$ cat src/sv/rmn_pkg.sv
// Shared types, register indexes and constants of the ring modulator oscillator.
package rmn_pkg;

	localparam int CFG_IDX_W  = 8;
	localparam int CFG_DATA_W = 32;
	localparam int GAIN_W     = 33;
	localparam int MOD_W      = 17;
	localparam int MIX_W      = 17;
	localparam int SINE_W     = 16;

	localparam logic [CFG_IDX_W-1:0] REG_PHASE_INC = 8'd0;
	localparam logic [CFG_IDX_W-1:0] REG_WAVEFORM  = 8'd1;
	localparam logic [CFG_IDX_W-1:0] REG_MIX       = 8'd2;
	localparam logic [CFG_IDX_W-1:0] REG_BYPASS    = 8'd3;

	localparam logic [31:0]      PHASE_INC_RST = 32'd42852281;
	localparam logic [MIX_W-1:0] MIX_ONE       = 17'd65536;
	localparam logic [31:0]      PHASE_HALF    = 32'h8000_0000;

	localparam logic signed [MOD_W-1:0] MOD_POS = 17'sh08000;
	localparam logic signed [MOD_W-1:0] MOD_NEG = 17'sh18000;
	localparam logic signed [MOD_W:0]   MOD_MID = 18'sd32768;

	localparam longint Q30_ONE = 64'sd1073741824;

	typedef enum logic [1:0] {
		WAVE_SINE     = 2'd0,
		WAVE_SQUARE   = 2'd1,
		WAVE_TRIANGLE = 2'd2,
		WAVE_SAW      = 2'd3
	} wave_t;

	typedef struct packed {
		logic [31:0]      phase_inc;
		wave_t            wave;
		logic [MIX_W-1:0] mix;
		logic             bypass;
	} cfg_t;

	// Quarter-wave sine entry from an odd degree-nine polynomial in Q30.
	function automatic logic [SINE_W-1:0] sine_entry(input int unsigned k,
		input int unsigned abits);
		longint x;
		longint x2;
		longint acc;
		longint y;
		longint s;
		x   = longint'(k) <<< (30 - abits);
		x2  = (x * x) / Q30_ONE;
		acc = 64'sd172272;
		acc = -64'sd5026995 + (acc * x2) / Q30_ONE;
		acc = 64'sd85569306 + (acc * x2) / Q30_ONE;
		acc = -64'sd693598668 + (acc * x2) / Q30_ONE;
		acc = 64'sd1686629713 + (acc * x2) / Q30_ONE;
		y   = (acc * x) / Q30_ONE;
		if (y < 0) begin
			y = 0;
		end
		s = (y + 64'sd16384) / 64'sd32768;
		if (s > 64'sd32768) begin
			s = 64'sd32768;
		end
		return s[SINE_W-1:0];
	endfunction

endpackage

$ cat src/sv/rmn_lane.sv
// One channel lane: split gain multiply, rounding, saturation and bypass select.
module rmn_lane import rmn_pkg::*; #(
	parameter int SAMPLE_BITS = 24
) (
	input  logic                          clk,
	input  logic                          adv,
	input  logic signed [SAMPLE_BITS-1:0] sample_s3,
	input  logic                          bypass_s3,
	input  logic signed [GAIN_W-1:0]      gain_s3,
	output logic signed [SAMPLE_BITS-1:0] result_s5
);

	localparam int PW = SAMPLE_BITS + 17;
	localparam int TW = SAMPLE_BITS + 34;
	localparam logic signed [TW-1:0] ROUND = TW'(1) <<< 30;
	localparam logic signed [TW-1:0] MAXV  = (TW'(1) <<< (SAMPLE_BITS - 1)) - TW'(1);
	localparam logic signed [TW-1:0] MINV  = -(TW'(1) <<< (SAMPLE_BITS - 1));

	logic signed [PW-1:0]          pp_hi;
	logic signed [PW-1:0]          pp_lo;
	logic signed [PW-1:0]          pp_hi_s4;
	logic signed [PW-1:0]          pp_lo_s4;
	logic signed [SAMPLE_BITS-1:0] sample_s4;
	logic                          bypass_s4;
	logic signed [TW-1:0]          total;
	logic signed [TW-1:0]          quot;
	logic signed [SAMPLE_BITS-1:0] sat;

	always_comb begin
		pp_hi = PW'(sample_s3) * PW'($signed(gain_s3[GAIN_W-1:16]));
		pp_lo = PW'(sample_s3) * PW'($signed({1'b0, gain_s3[15:0]}));
	end

	always_ff @(posedge clk) begin
		if (adv) begin
			pp_hi_s4  <= pp_hi;
			pp_lo_s4  <= pp_lo;
			sample_s4 <= sample_s3;
			bypass_s4 <= bypass_s3;
		end
	end

	always_comb begin
		total = (TW'(pp_hi_s4) <<< 16) + TW'(pp_lo_s4) + ROUND;
		quot  = total >>> 31;
		if (quot > MAXV) begin
			sat = MAXV[SAMPLE_BITS-1:0];
		end else if (quot < MINV) begin
			sat = MINV[SAMPLE_BITS-1:0];
		end else begin
			sat = quot[SAMPLE_BITS-1:0];
		end
	end

	always_ff @(posedge clk) begin
		if (adv) begin
			result_s5 <= bypass_s4 ? sample_s4 : sat;
		end
	end

endmodule

$ cat config.mk
export PLATFORM = sky130hd
export DESIGN_NAME = rmn_lane
export DESIGN_NICKNAME = d
export VERILOG_FILES = /design/src/sv/rmn_pkg.sv /design/src/sv/rmn_lane.sv
export SDC_FILE = /design/constraint.sdc
export NUM_CORES = 2
export LEC_CHECK = 0
export ABC_AREA = 1
export ABC_CLOCK_PERIOD_IN_PS = 11100
export BUFFER_PORTS_ARGS = -buffer_cell sky130_fd_sc_hd__buf_4
export CORE_MARGIN = 10
export CORE_UTILIZATION = 40
export DETAILED_ROUTE_END_ITERATION = 8
export PLACE_DENSITY = 0.55
export SETUP_SLACK_MARGIN = 0.5
export SKIP_LAST_GASP = 1
export SYNTH_ARGS = -nofsm -noshare
export SYNTH_HDL_FRONTEND = slang
export SYNTH_SLANG_ARGS = --single-unit
$ cat constraint.sdc
create_clock -name clk -period 11.1 [get_ports clk]
set_clock_uncertainty 0.2 [all_clocks]
set_input_delay 3.33 -clock clk [delete_from_list [all_inputs] [get_ports clk]]
set_output_delay 3.33 -clock clk [all_outputs]
set_load 0.005 [all_outputs]
==> summary.md <==
| Metric | Value |
|---|---|
| Status | finished, final reports clean |
| Hold_buf cts | 0 |
| Largest net degree at the start of global routing | 70 |
| Post-CTS Setup Inserts | 0 |
| Met2 WL | 49,200 microns |
| Synth Warn # | 0 |
| Fin. max-slew vios | 0 |
| Initial Utilization | 0.404 |
| RSZ-0062 raised after global routing | false |
| Most frequent cells after synthesis | inv_1, nand2_1, fa_1 |
| Relative slew margins | 0.384 |
| Vias in the first global route | between 20,000 and 30,000 |
| GRT Total Usage | 0.208 |
| Setup CP Type | in2reg |
| Post-synthesis cell area | 36,500 sq um |
| Root Buffer | clkbuf_16 |
| Post-synth EDFFs | around 120 |
| DP Cell Count | approximately 5,600 |
| Grt ovf | 0 |
| Drt wl/cell | approximately 19 microns |
| M1 WL | ~47,000 microns |
| Hold Crit Class | reg2reg |
| Final period utilization | 0.858 |
| Top_reg_cell synth | edfxtp_1 |
| Cts bufs inserted | 17 |
| Tmin final | approximately 9.5 ns |
| Pre-antenna DRT Iters | 5 |
| Fill count | a little over 9,000 |
| I/O pins | 84 |
| Max Root-Sink Buffers | 2 |
| GPL Wtd Cong | between 0.9 and 1 |
| Pre-CTS setup slack | 1.19 ns |
| Core box area | about 90,000 sq um |
| FF+latch area | 3450 sq um |
| Top-count cell post-synth | inv_1 |
| Async SR Flop Fraction | 0 |
| Antenna violations before repair | 5 |
| # DRC | 0 |
| First-pass GRT wire length | 166,000 microns |
| Critical-path maximum fanout | 34 |
| Die Wd | 322 microns |
| Top-area cell type share of the netlist area | 0.426 |
| DR top layer | met5 |
| Synth Area per Inst | 8.07 sq um |
| Final setup viols | 0 |
| Via count | roughly 27,000 |
| Syn_nets | between 5,000 and 6,000 |
| Syn Inst Count | about 4,500 |
| Std cell rows | 110 |
| Die footprint | 104,000 sq um |
| Final Hold Vio Count | 0 |
| CTS tree | built |
| Final worst slack | between 1.5 and 2 ns |
| Clock transition at the registers of the reported paths | ~0.06 ns |
| Fmax | 105 MHz |
| Largest area contributor in the netlist | fa_1 |
| First DRT Iteration DRCs | 1,828 |
| Measured slew at the worst slew-check pin | slightly above 0.9 ns |
| Clock latency on the worst-skew pair | roughly 0.43 ns |
| Layout cells sized above 1 | 0.0463 |
| Final net count | approximately 5,600 |
| Number of H-tree levels | 4 |
| Yosys cell types | 40 |
| Sequential fraction of the synthesis area | 0.0947 |
| CP required | between 10 and 15 ns |
| Multi-input gate area | between 20,000 and 30,000 sq um |
| HPWL Detailed | between 80,000 and 90,000 microns |
| Die Height | roughly 320 microns |
| FF+latch count, synth | 115 |
| Arr. time, crit path | 9.56 ns |
| Clock net sink count | approximately 120 |
| Vias per cell | about 4.8 |
| Largest cells by area after synthesis | fa_1, inv_1, nand2_1 |
| MaxCap Viol Count | 0 |
| Met3 WL | approximately 6900 microns |
| Hold_ws | 0.328 ns |
| Post-cts resize count | 0 |
| Crit. End Element | register |
| WL final | 105,000 microns |
| Count of input and output buffers | 83 |
| Layout Cells excl Fill | 5,647 |
| Total Neg Setup Slack | 0 ns |
| ANT cells | 0 |
| Area Growth Syn to Fin | 5.60% |
| Antenna Nets Post-Route | 0 |
| CP startpoint kind | input port |
## cell families (layout without fill, tap and decap cells)
kind of cell,after synthesis,after routing,synth area share
fa+ha+maj,1053,1053,0.521
xor+xnor,89,89,0.0214
buf+inv,1505,1460,0.156
flops,115,115,0.0947
compound gates,270,270,0.0434
simple gates,1484,1484,0.163
## per-layer routing
metal | GRT usage | vias to the layer above
li1 | - | 12800
met1 | 0.291 | 13700
met2 | 0.340 | 744
met3 | 0.0312 | 91
met4 | 0.0365 | 2
met5 | 0 | -
## critical path, cell delays in order
cell	delay, ns
buf_4	0.49
nand2_1	0.29
fa_1	0.59
inv_1	0.07
fa_1	0.88
fa_1	0.57
inv_1	0.12
fa_1	0.45
fa_1	0.48
fa_1	0.51
inv_1	0.06
ha_1	0.36
inv_1	0.12
nor3_1	0.36
and3_1	0.29
nand4_1	0.14
nand3_1	0.14
xor2_1	0.27
## registers in the layout, summed over array words and instances (netlist names)
signal	flops
bypass_s4	1
pp_hi_s4	41
pp_lo_s4	25
result_s5	24
sample_s4	24
## cell type report
cell class,count,area share
clock buffer,17,0.0111
sequential,115,0.0897
timing repair buffer,89,0.0174
inverter,1339,0.131
tap,1176,0.0382
clock inverter,15,0.00384
multi-input combinational,2896,0.709
## stage by stage
step	util	area (sq um)
CTS	0.427	38500
global placement	0.421	37900
global route	0.427	38500
finish	0.427	38500
floorplan	-	36500
detailed placement	0.421	37900
## layout by cell type (no fill, tap or decap), types with 4 or more instances in the layout
| cell type | n |
|---|---|
| a31oi_1 | 13 |
| xor2_1 | 55 |
| o21bai_1 | 13 |
| o21a_1 | 4 |
| edfxtp_1 | 115 |
| ha_1 | 277 |
| or2_2 | 6 |
| a21oi_1 | 129 |
| nor2_1 | 175 |
| o21ai_0 | 58 |
| nand3_2 | 9 |
| a21oi_2 | 22 |
| nand2_2 | 30 |
| inv_1 | 1338 |
| nand3_1 | 55 |
| nand2_1 | 1140 |
| buf_4 | 89 |
| fa_1 | 776 |
| a21boi_0 | 5 |
| nor2_2 | 15 |
| nand4_1 | 23 |
| inv_6 | 6 |
| a21o_1 | 13 |
| nor4_1 | 4 |
| clkbuf_16 | 17 |
| nor3_1 | 22 |
| xnor2_1 | 34 |
## final timing paths
check | from | endpoint | slack, ns | cells after the start
hold / removal | sample_s4[23]$_DFFE_PP_ | result_s5[23]$_DFFE_PP_ | 0.33 | 2
hold reg to reg | sample_s4[23]$_DFFE_PP_ | result_s5[23]$_DFFE_PP_ | 0.33 | 2
setup / recovery | sample_s3[23] | pp_lo_s4[39]$_DFFE_PP_ | 1.57 | 18
setup reg to reg | pp_lo_s4[40]$_DFFE_PP_ | result_s5[1]$_DFFE_PP_ | 6.82 | 12
Power is left out: the tool's default activity adds up to more than one toggle a clock period on the data nets, which glitch-free logic cannot reach.
